File: src/abml_pkg.sv
// Shared types, constants and register codes for the audio buffer level monitor.
package abml_pkg;

  localparam int LevelBitsDefault = 17;
  localparam int ReqTypeBits      = 2;
  localparam int AmountBits       = 12;
  localparam int LimitBits        = 16;
  localparam int XferBits         = 12;
  localparam int CfgIdxBits       = 2;
  localparam int CfgDataBits      = 16;

  localparam logic [LimitBits-1:0] ActiveLimitRst   = 16'd8192;
  localparam logic [LimitBits-1:0] UnderflowLimitRst = 16'd0;
  localparam logic [LimitBits-1:0] OverflowLimitRst = 16'd14336;
  localparam logic [XferBits-1:0]  XferSizeRst      = 12'd192;

  typedef enum logic [ReqTypeBits-1:0] {
    ReqArrival  = 2'd0,
    ReqXferDone = 2'd1,
    ReqTimeout  = 2'd2
  } req_type_e;

  typedef enum logic [CfgIdxBits-1:0] {
    CfgActiveLimit    = 2'd0,
    CfgUnderflowLimit = 2'd1,
    CfgOverflowLimit  = 2'd2,
    CfgXferBytes      = 2'd3
  } cfg_idx_e;

  typedef struct packed {
    logic [LimitBits-1:0] active_limit;
    logic [LimitBits-1:0] underflow_limit;
    logic [LimitBits-1:0] overflow_limit;
    logic [XferBits-1:0]  xfer_bytes;
  } cfg_t;

  typedef struct packed {
    logic active;
    logic overflow;
  } status_t;

  typedef struct packed {
    logic dropped;
    logic enabled_now;
    logic disabled_now;
  } evt_t;

endpackage

File: src/abml_if.sv
// Request and result channel interfaces of the audio buffer level monitor.
interface abml_req_if;
  import abml_pkg::*;

  logic                   valid;
  logic                   ready;
  logic [ReqTypeBits-1:0] req_type;
  logic [AmountBits-1:0]  amount;

  modport source (output valid, output req_type, output amount, input ready);
  modport sink   (input valid, input req_type, input amount, output ready);
endinterface

interface abml_res_if #(
  parameter int LevelBits = abml_pkg::LevelBitsDefault
);
  logic                        valid;
  logic                        ready;
  logic signed [LevelBits-1:0] level;
  logic                        active;
  logic                        overflow;
  logic                        dropped;
  logic                        enabled_now;
  logic                        disabled_now;

  modport source (output valid, output level, output active, output overflow,
                  output dropped, output enabled_now, output disabled_now, input ready);
  modport sink   (input valid, input level, input active, input overflow,
                  input dropped, input enabled_now, input disabled_now, output ready);
endinterface

File: src/abml_cfg_regs.sv
// Configuration register file: limits and transfer size.
module abml_cfg_regs (
  input  logic                             clk_i,
  input  logic                             rst_ni,
  input  logic                             cfg_we_i,
  input  logic [abml_pkg::CfgIdxBits-1:0]  cfg_idx_i,
  input  logic [abml_pkg::CfgDataBits-1:0] cfg_wdata_i,
  output abml_pkg::cfg_t                   cfg_o
);
  import abml_pkg::*;

  cfg_t cfg_q, cfg_d;

  always_comb begin
    cfg_d = cfg_q;
    if (cfg_we_i) begin
      unique case (cfg_idx_e'(cfg_idx_i))
        CfgActiveLimit:    cfg_d.active_limit    = cfg_wdata_i[LimitBits-1:0];
        CfgUnderflowLimit: cfg_d.underflow_limit = cfg_wdata_i[LimitBits-1:0];
        CfgOverflowLimit:  cfg_d.overflow_limit  = cfg_wdata_i[LimitBits-1:0];
        CfgXferBytes:      cfg_d.xfer_bytes      = cfg_wdata_i[XferBits-1:0];
        default: ;
      endcase
    end
  end

  always_ff @(posedge clk_i or negedge rst_ni) begin
    if (!rst_ni) begin
      cfg_q.active_limit    <= ActiveLimitRst;
      cfg_q.underflow_limit <= UnderflowLimitRst;
      cfg_q.overflow_limit  <= OverflowLimitRst;
      cfg_q.xfer_bytes      <= XferSizeRst;
    end else begin
      cfg_q <= cfg_d;
    end
  end

  assign cfg_o = cfg_q;
endmodule

File: src/abml_core.sv
// Event logic: saturating level update, output enable and overflow flag decisions.
module abml_core #(
  parameter int LevelBits = abml_pkg::LevelBitsDefault
) (
  input  logic [abml_pkg::ReqTypeBits-1:0] req_type_i,
  input  logic [abml_pkg::AmountBits-1:0]  amount_i,
  input  abml_pkg::cfg_t                   cfg_i,
  input  logic signed [LevelBits-1:0]      level_i,
  input  abml_pkg::status_t                status_i,
  output logic signed [LevelBits-1:0]      level_o,
  output abml_pkg::status_t                status_o,
  output abml_pkg::evt_t                   evt_o
);
  import abml_pkg::*;

  // Wide enough for the level, any limit and one add or subtract without wrap.
  localparam int Ew = ((LevelBits > LimitBits) ? LevelBits : LimitBits) + 2;

  localparam logic signed [Ew-1:0] LvlMax = {{(Ew-LevelBits+1){1'b0}}, {(LevelBits-1){1'b1}}};
  localparam logic signed [Ew-1:0] LvlMin = {{(Ew-LevelBits+1){1'b1}}, {(LevelBits-1){1'b0}}};

  logic signed [Ew-1:0] lvl_ext, amount_ext, size_ext;
  logic signed [Ew-1:0] act_lim, udf_lim, ovf_lim;
  logic signed [Ew-1:0] sum_raw, diff_raw, sum_sat, diff_sat, lvl_new;

  function automatic logic signed [Ew-1:0] sat(input logic signed [Ew-1:0] v);
    logic signed [Ew-1:0] r;
    r = v;
    if (v > LvlMax) r = LvlMax;
    if (v < LvlMin) r = LvlMin;
    return r;
  endfunction

  assign lvl_ext    = $signed({{(Ew-LevelBits){level_i[LevelBits-1]}}, level_i});
  assign amount_ext = $signed({{(Ew-AmountBits){1'b0}}, amount_i});
  assign size_ext   = $signed({{(Ew-XferBits){1'b0}}, cfg_i.xfer_bytes});
  assign act_lim    = $signed({{(Ew-LimitBits){1'b0}}, cfg_i.active_limit});
  assign udf_lim    = $signed({{(Ew-LimitBits){1'b0}}, cfg_i.underflow_limit});
  assign ovf_lim    = $signed({{(Ew-LimitBits){1'b0}}, cfg_i.overflow_limit});

  assign sum_raw  = lvl_ext + amount_ext;
  assign diff_raw = lvl_ext - size_ext;
  assign sum_sat  = sat(sum_raw);
  assign diff_sat = sat(diff_raw);

  always_comb begin
    lvl_new  = lvl_ext;
    status_o = status_i;
    evt_o    = '0;
    case (req_type_e'(req_type_i))
      ReqArrival: begin
        if (status_i.overflow) evt_o.dropped = 1'b1;
        else lvl_new = sum_sat;
      end
      ReqXferDone: begin
        lvl_new = diff_sat;
        if (diff_sat <= udf_lim) begin
          evt_o.disabled_now = status_i.active;
          status_o.active    = 1'b0;
        end
        // clear test takes priority over set when the flag is already up
        if (status_i.overflow) begin
          if (diff_sat <= act_lim) status_o.overflow = 1'b0;
        end else if (diff_sat >= ovf_lim) begin
          status_o.overflow = 1'b1;
        end
      end
      ReqTimeout: begin
        if (!status_i.active && (lvl_ext >= act_lim)) begin
          status_o.active   = 1'b1;
          evt_o.enabled_now = 1'b1;
        end
      end
      default: ;
    endcase
  end

  assign level_o = lvl_new[LevelBits-1:0];
endmodule

File: src/audio_buffer_level_monitor.sv
// Top level of the audio buffer level monitor: request register, state, result register.
// An accepted request waits in the request register; when it advances, its result is captured in the result register.
// Throughput: one request per cycle while the result side takes one per cycle;
//   the level state is read and written in the single compute stage, so each
//   request sees the state left by the one before it.
// Reset: rst_ni low clears level, active and overflow, empties both stages and
//   loads the limit registers with their default values.
module audio_buffer_level_monitor #(
  parameter int LevelBits = abml_pkg::LevelBitsDefault
) (
  input  logic                             clk_i,
  input  logic                             rst_ni,
  abml_req_if.sink                         req,
  abml_res_if.source                       res,
  input  logic                             cfg_we_i,
  input  logic [abml_pkg::CfgIdxBits-1:0]  cfg_idx_i,
  input  logic [abml_pkg::CfgDataBits-1:0] cfg_wdata_i
);
  import abml_pkg::*;

  cfg_t cfg;

  // Request register
  logic                   s1_valid_q, s1_valid_d;
  logic [ReqTypeBits-1:0] s1_req_type_q;
  logic [AmountBits-1:0]  s1_amount_q;

  // Buffer state
  logic signed [LevelBits-1:0] level_q;
  status_t                     status_q;

  // Result register
  logic                        out_valid_q, out_valid_d;
  logic signed [LevelBits-1:0] out_level_q;
  status_t                     out_status_q;
  evt_t                        out_evt_q;

  // Core outputs
  logic signed [LevelBits-1:0] level_d;
  status_t                     status_d;
  evt_t                        evt_d;

  logic req_take, advance;

  abml_cfg_regs u_cfg (
    .clk_i       (clk_i),
    .rst_ni      (rst_ni),
    .cfg_we_i    (cfg_we_i),
    .cfg_idx_i   (cfg_idx_i),
    .cfg_wdata_i (cfg_wdata_i),
    .cfg_o       (cfg)
  );

  abml_core #(.LevelBits(LevelBits)) u_core (
    .req_type_i (s1_req_type_q),
    .amount_i   (s1_amount_q),
    .cfg_i      (cfg),
    .level_i    (level_q),
    .status_i   (status_q),
    .level_o    (level_d),
    .status_o   (status_d),
    .evt_o      (evt_d)
  );

  // Advance the held request when the result register is empty or being drained.
  assign advance   = s1_valid_q && (!out_valid_q || res.ready);
  // Take a new request whenever the request register is empty or empties in this cycle.
  assign req.ready = !s1_valid_q || advance;
  assign req_take  = req.valid && req.ready;

  always_comb begin
    s1_valid_d = s1_valid_q;
    if (req_take)     s1_valid_d = 1'b1;
    else if (advance) s1_valid_d = 1'b0;

    out_valid_d = out_valid_q;
    if (advance)        out_valid_d = 1'b1;
    else if (res.ready) out_valid_d = 1'b0;
  end

  // Control and state
  always_ff @(posedge clk_i or negedge rst_ni) begin
    if (!rst_ni) begin
      s1_valid_q  <= 1'b0;
      out_valid_q <= 1'b0;
      level_q     <= '0;
      status_q    <= '0;
    end else begin
      s1_valid_q  <= s1_valid_d;
      out_valid_q <= out_valid_d;
      if (advance) begin
        level_q  <= level_d;
        status_q <= status_d;
      end
    end
  end

  // Payload: hold the request, capture the result
  always_ff @(posedge clk_i) begin
    if (req_take) begin
      s1_req_type_q <= req.req_type;
      s1_amount_q   <= req.amount;
    end
    if (advance) begin
      out_level_q  <= level_d;
      out_status_q <= status_d;
      out_evt_q    <= evt_d;
    end
  end

  assign res.valid        = out_valid_q;
  assign res.level        = out_level_q;
  assign res.active       = out_status_q.active;
  assign res.overflow     = out_status_q.overflow;
  assign res.dropped      = out_evt_q.dropped;
  assign res.enabled_now  = out_evt_q.enabled_now;
  assign res.disabled_now = out_evt_q.disabled_now;
endmodule

File: src/flat_wrapper.sv
// flat-port wrapper written by rule: the top's interface ports become plain ports
module audio_buffer_level_monitor_flat import abml_pkg::*;
#(
  parameter int LevelBits = abml_pkg::LevelBitsDefault
)
  (clk_i, rst_ni, cfg_we_i, cfg_idx_i, cfg_wdata_i, req_valid, req_req_type, req_amount, req_ready, res_valid, res_level, res_active, res_overflow, res_dropped, res_enabled_now, res_disabled_now, res_ready);
  abml_req_if req_i ();
  abml_res_if #(.LevelBits(LevelBits)) res_i ();
  input  logic clk_i;
  input  logic rst_ni;
  input  logic cfg_we_i;
  input  logic [abml_pkg::CfgIdxBits-1:0] cfg_idx_i;
  input  logic [abml_pkg::CfgDataBits-1:0] cfg_wdata_i;
  input wire logic [$bits(req_i.valid)-1:0] req_valid;
  input wire logic [$bits(req_i.req_type)-1:0] req_req_type;
  input wire logic [$bits(req_i.amount)-1:0] req_amount;
  output wire logic [$bits(req_i.ready)-1:0] req_ready;
  output wire logic [$bits(res_i.valid)-1:0] res_valid;
  output wire logic [$bits(res_i.level)-1:0] res_level;
  output wire logic [$bits(res_i.active)-1:0] res_active;
  output wire logic [$bits(res_i.overflow)-1:0] res_overflow;
  output wire logic [$bits(res_i.dropped)-1:0] res_dropped;
  output wire logic [$bits(res_i.enabled_now)-1:0] res_enabled_now;
  output wire logic [$bits(res_i.disabled_now)-1:0] res_disabled_now;
  input wire logic [$bits(res_i.ready)-1:0] res_ready;
  assign req_i.valid = req_valid;
  assign req_i.req_type = req_req_type;
  assign req_i.amount = req_amount;
  assign req_ready = req_i.ready;
  assign res_valid = res_i.valid;
  assign res_level = res_i.level;
  assign res_active = res_i.active;
  assign res_overflow = res_i.overflow;
  assign res_dropped = res_i.dropped;
  assign res_enabled_now = res_i.enabled_now;
  assign res_disabled_now = res_i.disabled_now;
  assign res_i.ready = res_ready;
  audio_buffer_level_monitor #(.LevelBits(LevelBits)) u_core (.clk_i(clk_i), .rst_ni(rst_ni), .req(req_i), .res(res_i), .cfg_we_i(cfg_we_i), .cfg_idx_i(cfg_idx_i), .cfg_wdata_i(cfg_wdata_i));
endmodule
File: config.mk
export PLATFORM = sky130hd
export DESIGN_NAME = audio_buffer_level_monitor_flat
export DESIGN_NICKNAME = d
export VERILOG_FILES = /design/src/abml_pkg.sv /design/src/abml_if.sv /design/src/abml_cfg_regs.sv /design/src/abml_core.sv /design/src/audio_buffer_level_monitor.sv /design/src/flat_wrapper.sv
export SDC_FILE = /design/constraint.sdc
export NUM_CORES = 1
export LEC_CHECK = 0
export BUFFER_PORTS_ARGS = -buffer_cell sky130_fd_sc_hd__buf_2
export CAP_MARGIN = 25
export CORE_MARGIN = 2
export CORE_UTILIZATION = 60
export CTS_BUF_LIST = sky130_fd_sc_hd__clkbuf_16
export CTS_CLUSTER_SIZE = 40
export DETAILED_ROUTE_END_ITERATION = 6
export PLACE_DENSITY = 0.8
export SYNTH_ARGS = -nofsm -noshare
export SYNTH_HDL_FRONTEND = slang
export SYNTH_SLANG_ARGS = --single-unit
File: constraint.sdc
create_clock -name clk_i -period 4.9 [get_ports clk_i]
set_input_delay 0.245 -clock clk_i [delete_from_list [all_inputs] [get_ports clk_i]]
set_output_delay 0.245 -clock clk_i [all_outputs]
set_load 0.01 [all_outputs]
Word-level counts from Yosys, hierarchy flattened
Index checks and enable logic that the tools add are counted.

Add/sub/neg operators: 2. $lt $le $gt $ge: 8. Equal/unequal tests: 5. Muxes and demuxes: 19. Reductions and logical operators: 17.

Operators by type and width (count): two-way mux 17 bit (3); <= comparator 19 x 17 -> 1 bit (2); two-way mux 19 bit (2); > comparator 18 x 17 -> 1 bit, second input constant (2); < comparator 18 x 17 -> 1 bit, second input constant (2); one-hot mux 17 bit (2 select lines) (1); greater-or-equal comparator 19 x 17 -> 1 bit (1); adder 17 x 13 -> 18 bit (1); subtractor 17 x 13 -> 18 bit (1); greater-or-equal comparator 17 bit (1); two-way mux 1 bit (12); AND reduction 2 bit (5); equality test 2 bit, second input constant (3); equality test 2 x 1 -> 1 bit, second input constant (2); logical NOT 2 bit (2); nonzero test 2 bit (2); logical AND 1 bit (3); logical NOT 1 bit (3); logical OR 1 bit (2); one-hot mux 1 bit (2 select lines) (1).

Bits in registers: 117. Input port bits: 37. Output and inout bits: 24. Logic and storage cells: 68.

Longest topological paths before layout
Gate-level depths: netlist of run 1.

Depth in word-level cells: 8. Mapped depth: 19. Mapped depth without buffers: 19.

Cells and area by module
Synthesis of run 1 repeated with hierarchy kept, for this count alone.

Cell total of the unflattened synthesis: 694. Area, all modules: 7703.6 um2.

By module, submodules not included: abml_core (instances 1, cells an instance 481, area each 3477.1 um2); abml_cfg_regs (instances 1, cells an instance 128, area each 2268.4 um2); audio_buffer_level_monitor (instances 1, cells an instance 85, area each 1958.1 um2).

Least setup slack after synthesis of run 1
OpenSTA, ideal clock, no wires.

Kind: register -> register. Start: reg u_core.level_q[0]. End: reg u_core.out_status_q, in the netlist u_core.res.active, data pin. Setup time: 0.254 ns. Arrival: 3.793 ns. Slack: 0.853 ns. Cell stages (with the launch flop): 20. Period minus slack after synthesis: 4.047 ns. Path through: dfrtp_1 inv_1 ha_1 inv_1 fa_1 a211oi_2 o211ai_2 a31oi_1 nand2_1 nand2_1 buf_2 a21oi_1 ha_1 nor2b_1 o21a_1 o21ai_0 a21oi_1 nor4_1 o31ai_2 a21o_1.

RTL lines: start, declared (line audio_buffer_level_monitor.sv:29) `logic signed [LevelBits-1:0] level_q;`; start signal, assigned (line audio_buffer_level_monitor.sv:92) `level_q <= level_d;`; end signal, assigned (line audio_buffer_level_monitor.sv:106) `out_status_q <= status_d;`; end, declared (line audio_buffer_level_monitor.sv:35) `status_t out_status_q;`.

==> results_dict.tcl, run 1 <==
set metrics [dict create \
    syn_to_final_growth_pct 15.19 \
    required_ns 5.07 \
    io-pin-count 61 \
    cts_max_path_buffers 2 \
    num_rows 42 \
    reg2reg_slack_ns 0.32 \
    cts_tree "yes" \
    post_dp_cell_area_um2 8516 \
    fin_crit_sh_pct 93.46 \
    vias 6765 \
    ys_types 81 \
    path_cells "inv_1 > ha_1 > inv_1 > fa_1 > a211oi_2 > o211ai_2 > a31oi_2 > nand3_2 > buf_4 > and2_1 > nor2_1 > ha_1 > a2111oi_2 > o211ai_1 > a21oi_1 > or4b_1 > nand2_1" \
    critPathSlowestCell "a2111oi_2" \
    drtPass1Iterations 7 \
    slowest_delay_ns 0.55 \
    grt_overflow_total 0 \
    cts_max_level 4 \
    endpoint_kind "flip-flop" \
    yosysSeqAreaShare_pct 38.79 \
    seq_area_um2 3115 \
    path_class "flip-flop to flip-flop" \
    ys_async_sr_fraction_pct 69.23 \
    synthCells 811 \
    drive_gt1_share_pct 20.64 \
    cts_root_buffer "clkbuf_16" \
    dpl.hpwl_mm 16.29 \
    critPathLaunchType "flip-flop" \
    post_drt_wl_per_cell_um 20.18 \
    status "complete, but fails checks" \
    power_leakage_nw 4.233 \
    grt_usage_pct 32.05 \
    grt_pass1_wl_mm 35.29 \
    setup_viol 0 \
    synth_fp_nets 941 \
    maxCapViolCount 0 \
    grt_start_max_net_pins 82 \
    finalWirelength_mm 21.84 \
    io_buffers 60 \
    crit_arrival_ns 4.75 \
    tns_ns 0 \
    numCtsBuffers 17 \
    design.core.area_um2 13140 \
    viasPerCell 6.252 \
    antenna_cells 0 \
    netlist_area_um2 8031 \
    total_power_mw 6.421 \
    die-area_um2 14330 \
    grt_antenna_before_repair 0 \
    fillers 1030 \
    violations "negative hold slack" \
    worst_hold_slack_ns -0.00007760 \
    worst_slew_pin_slew_ns 0.9254 \
    fp.dieH_um 119.7 \
    max_freq_mhz 218.4 \
    insertion_delay_ns 0.43 \
    die_w_um 119.7 \
    drt.antenna.violating_nets 0 \
    initial_core_util_pct 61.13 \
    synth-seq-cells 117 \
    stdcell_area_um2 9251 \
    p_per_area_nw_per_um2 694.0 \
    rsz0062_at_grt "no" \
    ir_worst_vdd_mv 0.3368 \
    fin_nets 1023 \
    yosysWarnings 0 \
    place_congestion 0.9816 \
    synth_edf_count 36 \
    grt_pass1_vias 6874 \
    slew_violations 0 \
    finalClockSkew_ns 0.01039 \
    hold_path_class "primary input to flip-flop" \
    drcViolationCount 0 \
    clkTransAtPathRegs_ns 0.06 \
    drtIter0Drc 478 \
    synthFlopType "dfrtp_1" \
    slew_headroom_pct 38.12 \
    syn_area_per_cell_um2 9.903 \
    crit_fanout 7 \
    multi_input_area_um2 4541 \
    finalHoldViolCount 1 \
    cts_sinks 117 \
    period_needed_ns 4.579 \
]
==> cell families (layout without fill, tap and decap cells) <==
kind of cell / Yosys count / after routing / synth area share [%]
xor gates and xnor gates: 19 / 19 / 2.072
adders and majority gates: 93 / 93 / 14.68
muxes: 46 / 46 / 6.450
buffers and inverters: 99 / 194 / 5.032
and+or+nand+nor: 210 / 210 / 13.27
AOI/OAI and AO/OA: 227 / 227 / 19.71
DFF: 117 / 117 / 38.79
==> flip-flops by register name (all words and copies together) (netlist names), 2 cells and up <==
register / flops
u_core.status_q: 2
u_core.s1_amount_q: 12
u_core.res.level: 17
u_core.s1_req_type_q: 2
u_core.level_q: 17
u_core.u_cfg.cfg_o: 60
==> synthesized netlist by cell type (4+ instances only) <==
library cell,count,area (µm²)
o211ai_1,21,157.7
a21oi_1,43,215.2
nor2b_1,12,75.07
o21bai_1,4,30.03
a211o_1,4,35.03
inv_1,79,296.5
o21ai_0,50,250.2
o221ai_1,6,52.55
ha_1,91,1139
and2_1,7,43.79
nand4_1,9,56.30
nand3_1,16,80.08
dfrtp_1,75,1877
a211oi_1,10,75.07
nand3b_1,5,37.54
and3_1,7,43.79
mux2_2,46,518.0
a21o_1,19,142.6
dfstp_2,6,157.7
xnor2_1,12,105.1
edfxtp_1,36,1081
a31oi_1,7,43.79
nor2_1,45,168.9
xor2_1,7,61.31
o21a_1,7,52.55
clkbuf_1,10,37.54
nor3_1,5,25.02
nand2_1,71,266.5
nand2b_1,7,43.79
a211oi_2,4,50.05
buf_4,4,30.03
o21ai_1,9,45.04
a32oi_1,5,43.79
==> metrics by stage <==
step	util [%]	setup WS (ns)	instances	hold slack (ns)
2_1_floorplan	-	0.8533	811	-0.05059
3_3_place_gp	64.82	0.1683	1036	0.4215
3_5_place_dp	64.82	0.05142	1036	0.4237
4_1_cts	69.95	0.02651	1080	0.0008545
5_1_grt	70.42	0.04077	1082	0.002345
6_report	70.42	0.3206	1082	-0.00007760
==> report_power, final <==
| group | internal [mW] | switching [mW] |
|---|---|---|
| clock | 0.698 | 0.465 |
| sequential | 1.26 | 0.228 |
| combinational | 1.52 | 2.24 |
==> per-layer routing <==
layer,part of all wire [%],GRT usage [%]
met1,41,40.17
met2,47,52.21
met3,7.2,7.985
met5,0,0
met4,4.1,15.00
==> worst max-delay path: cells and delay by family, from the launching register on <==
kind / cells / cell delay [ns]
AO/OA/AOI/OAI: 6 / 1.88
adder cells (fa/ha/maj): 3 / 0.92
AND/OR/NAND/NOR: 5 / 0.78
flip-flops: 1 / 0.39
buffers and inverters: 3 / 0.35
==> cell type report <==
type	instances	area share [%]
timing repair buffer	82	5.626
multi-input combinational	595	49.08
sequential	117	33.68
tap	176	2.380
clock inverter	13	0.8520
clock buffer	19	5.139
inverter	80	3.246
==> repair_timing <==
| action | 4_1_cts | 5_1_grt |
|---|---|---|
| hold buffers | 12 | 1 |
| gates resized for setup | 0 | 5 |
| endpoints found under the setup margin | 0 | 4 |
| hold endpoints to repair | 12 | 19 |
| setup buffers | 0 | 0 |
==> layout by cell type (no fill, tap or decap), types with 16 or more instances in the layout <==
cell	count
ha_1	91
inv_1	80
dfrtp_1	75
nand2_1	71
buf_2	59
o21ai_0	50
mux2_2	46
nor2_1	45
a21oi_1	43
edfxtp_1	36
o211ai_1	21
a21o_1	19
clkbuf_16	19
nand3_1	16
==> worst paths after layout <==
path                                       start                     end  depth (start not counted)
setup / recovery               u_core.level_q[0]     u_core.res.overflow                         17
hold / removal                    req_amount[10]  u_core.s1_amount_q[10]                          1
setup reg to reg               u_core.level_q[0]     u_core.res.overflow                         17
hold reg to reg            u_core.u_cfg.cfg_o[2]   u_core.u_cfg.cfg_o[2]                          1
max in group asynchronous                 rst_ni   u_core.u_cfg.cfg_o[6]                          3
min in group asynchronous                 rst_ni  u_core.u_cfg.cfg_o[55]                          2
Note: power is estimated with default switching activity, not from simulation.
==> run 2, diff against run 1 <==
- ABC_AREA: not set -> 1
- PLACE_DENSITY: 0.8 -> 0.79
==> run 2 against run 1 <==
Effect of this change:
- the flow now finishes without violations
- combinational power grew 17%
- design area grew 2.6%
- fmax grew 13%
- sequential power is essentially flat
- core utilization shrank 1.2 points
- power grew 11%
- non-clock buffer count shrank 1
- synthesized area grew 3.7%
- register-to-register slack gained 0.51 ns
- synthesized cell count grew 33%
- largest power group unchanged
==> results_dict.tcl, run 2 <==
set metrics [dict create \
    drtPass1Iterations 5 \
    ys_async_sr_fraction_pct 69.23 \
    synth_top_area_share_pct 22.54 \
    vias 7241 \
    cts-resized-gates 0 \
    worst_slew_pin_slew_ns 1.019 \
    path_cells "inv_1 > ha_1 > inv_1 > fa_1 > nand3_1 > nand2_1 > nand2_1 > nand2_1 > nand2_1 > nand2_1 > nand2_1 > nand3_4 > inv_2 > a21oi_1 > ha_1 > nand2_1 > nor4_1 > nand2_1 > nor3_1 > nor2_1 > nand3b_1 > a21boi_0" \
    yosysWarnings 0 \
    io-pin-count 61 \
    grt_usage_pct 29.10 \
    die_w_um 121.8 \
    dpl.hpwl_mm 15.11 \
    synthCells 1082 \
    place_congestion 0.9637 \
    final_cells 1350 \
    layout_commonest_cell "nand2_1" \
    worst_hold_slack_ns 0.04569 \
    crit_path_frequent_cell "nand2_1" \
    finalWirelength_mm 20.41 \
    fin_nets 1287 \
    hold_path_class "primary input to flip-flop" \
    crit_fanout 26 \
    synthFlopType "dfrtp_1" \
    path_buf_inv 3 \
    finalHoldViolCount 0 \
    cts_max_path_buffers 2 \
    grt_pass1_wl_mm 33.13 \
    grt_overflow_total 0 \
    finalClockSkew_ns 0.007268 \
    cts_max_level 4 \
    crit_family "simple AND/OR/NAND/NOR gates" \
    synth-seq-cells 117 \
    insertion_delay_ns 0.43 \
    period_needed_ns 4.069 \
    critPathSlowestCell "dfrtp_1" \
    yosys-top-cells-area "dfrtp_1, nand2_1, ha_1, edfxtp_1, inv_1" \
    dp.cells 1301 \
    drtIter0Drc 520 \
    die-area_um2 14840 \
    ir_worst_vdd_mv 0.3529 \
    largest_reg_flops 60 \
    fin_crit_sh_pct 83.05 \
    fillers 1141 \
    grt_pass1_vias 6992 \
    netlist_top_cells_count "nand2_1, inv_1, ha_1" \
    post_drt_wl_per_cell_um 15.12 \
    drive_gt1_share_pct 14.36 \
    grt_antenna_before_repair 0 \
    power_leakage_nw 5.114 \
    yosysSeqAreaShare_pct 37.42 \
    cts_root_buffer "clkbuf_16" \
    rsz0062_at_grt "no" \
    slew_headroom_pct 32.08 \
    setup_viol 0 \
    initial_core_util_pct 60.69 \
    synth_fp_nets 1212 \
    dpl_worst_slack_ns 0.9345 \
    numCtsBuffers 17 \
    design.core.area_um2 13720 \
    netlist_area_um2 8327 \
    viasPerCell 5.364 \
    syn_area_per_cell_um2 7.696 \
    ys_types 42 \
    final_util_pct 69.17 \
    required_ns 5.07 \
    crit_arrival_ns 4.24 \
    tns_ns 0 \
    maxCapViolCount 0 \
    endpoint_kind "flip-flop" \
    status "complete, no violations" \
    antenna_cells 0 \
    p_per_area_nw_per_um2 749.7 \
    slew_violations 0 \
    drcViolationCount 0 \
    cts_sinks 117 \
    clkTransAtPathRegs_ns 0.06 \
    drt.antenna.violating_nets 0 \
    yosysMostFrequentCell "nand2_1" \
    synth_edf_count 36 \
    layout_common_cells "nand2_1, inv_1, ha_1" \
    max_freq_mhz 245.7 \
    num_rows 43 \
    cts_tree "yes" \
    slowest_delay_ns 0.40 \
    path_class "flip-flop to flip-flop" \
    yosys.area.top_type "dfrtp_1" \
    fp.dieH_um 121.8 \
    post-cts-setup-buffers 0 \
    syn_to_final_growth_pct 13.97 \
    worst_slack_ns 0.8306 \
    io_buffers 60 \
    critPathLaunchType "flip-flop" \
    grt_start_max_net_pins 58 \
]
-- run 2: cells by family after synthesis --
kind of cell             Yosys count  share of synthesized area (%)
XOR/XNOR                          16                          1.683
flip-flops                       117                          37.42
buffers and inverters            180                          8.805
adder cells (fa/ha/maj)           93                          14.15
AO/OA/AOI/OAI                    134                          8.670
AND/OR/NAND/NOR                  542                          29.27
-- run 2: power by group --
group | total [mW] | switching [mW] | internal (mW)
Clock | 1.21 | 0.464 | 0.749
Combinational | 4.40 | 2.79 | 1.61
Sequential | 1.50 | 0.224 | 1.28
Total | 7.11 | 3.48 | 3.63
-- run 2: final cells by class --
cell class	count	area [µm²]	area share (%)
clock buffer	19	475.5	5.010
sequential	117	3115	32.83
inverter	155	584.3	6.157
tap	180	225.2	2.373
clock inverter	13	98.84	1.042
multi-input combinational	785	4478	47.19
timing repair buffer	81	513.0	5.405
-- run 2: what timing repair did --
item                                    4_1_cts  5_1_grt
endpoints found under the setup margin        0        0
hold buffers                                 15        0
endpoints found under the hold margin        35        0
-- run 2: metal layers --
metal	vias up	GRT usage (%)	wire length [µm]	part of all wire, %
met5	-	0	0	0
met4	0	14.15	688	3.4
met3	49	5.571	1015	5.0
met2	207	47.52	9531	47
met1	3358	37.16	9172	45
li1	3627	-	-	-
-- run 2: path summary, 6_finish.rpt --
check | from | end | slack, ns | cells past startpoint
max in group asynchronous | rst_ni | u_core.level_q[4] | 3.58 | 3
min | req_valid | u_core.s1_valid_q | 0.05 | 3
min in group asynchronous | rst_ni | u_core.u_cfg.cfg_o[39] | 0.27 | 2
max | u_core.level_q[0] | u_core.res.active | 0.83 | 22
min reg2reg | u_core.u_cfg.cfg_o[45] | u_core.u_cfg.cfg_o[45] | 0.48 | 2
max reg2reg | u_core.level_q[0] | u_core.res.active | 0.83 | 22
-- run 2: tightest hold or removal path, stage by stage --
cell and delay (ns):
buf_2 0.07, nand2_1 0.06, nand2_1 0.06
-- run 2: through the flow --
step / power (mW) / cell area (µm²)
floorplan: 4.769 / 8327
global placement: 5.662 / 8728
detailed placement: 5.769 / 8743
CTS: 7.054 / 9468
global route: 7.807 / 9490
finish: 7.114 / 9490
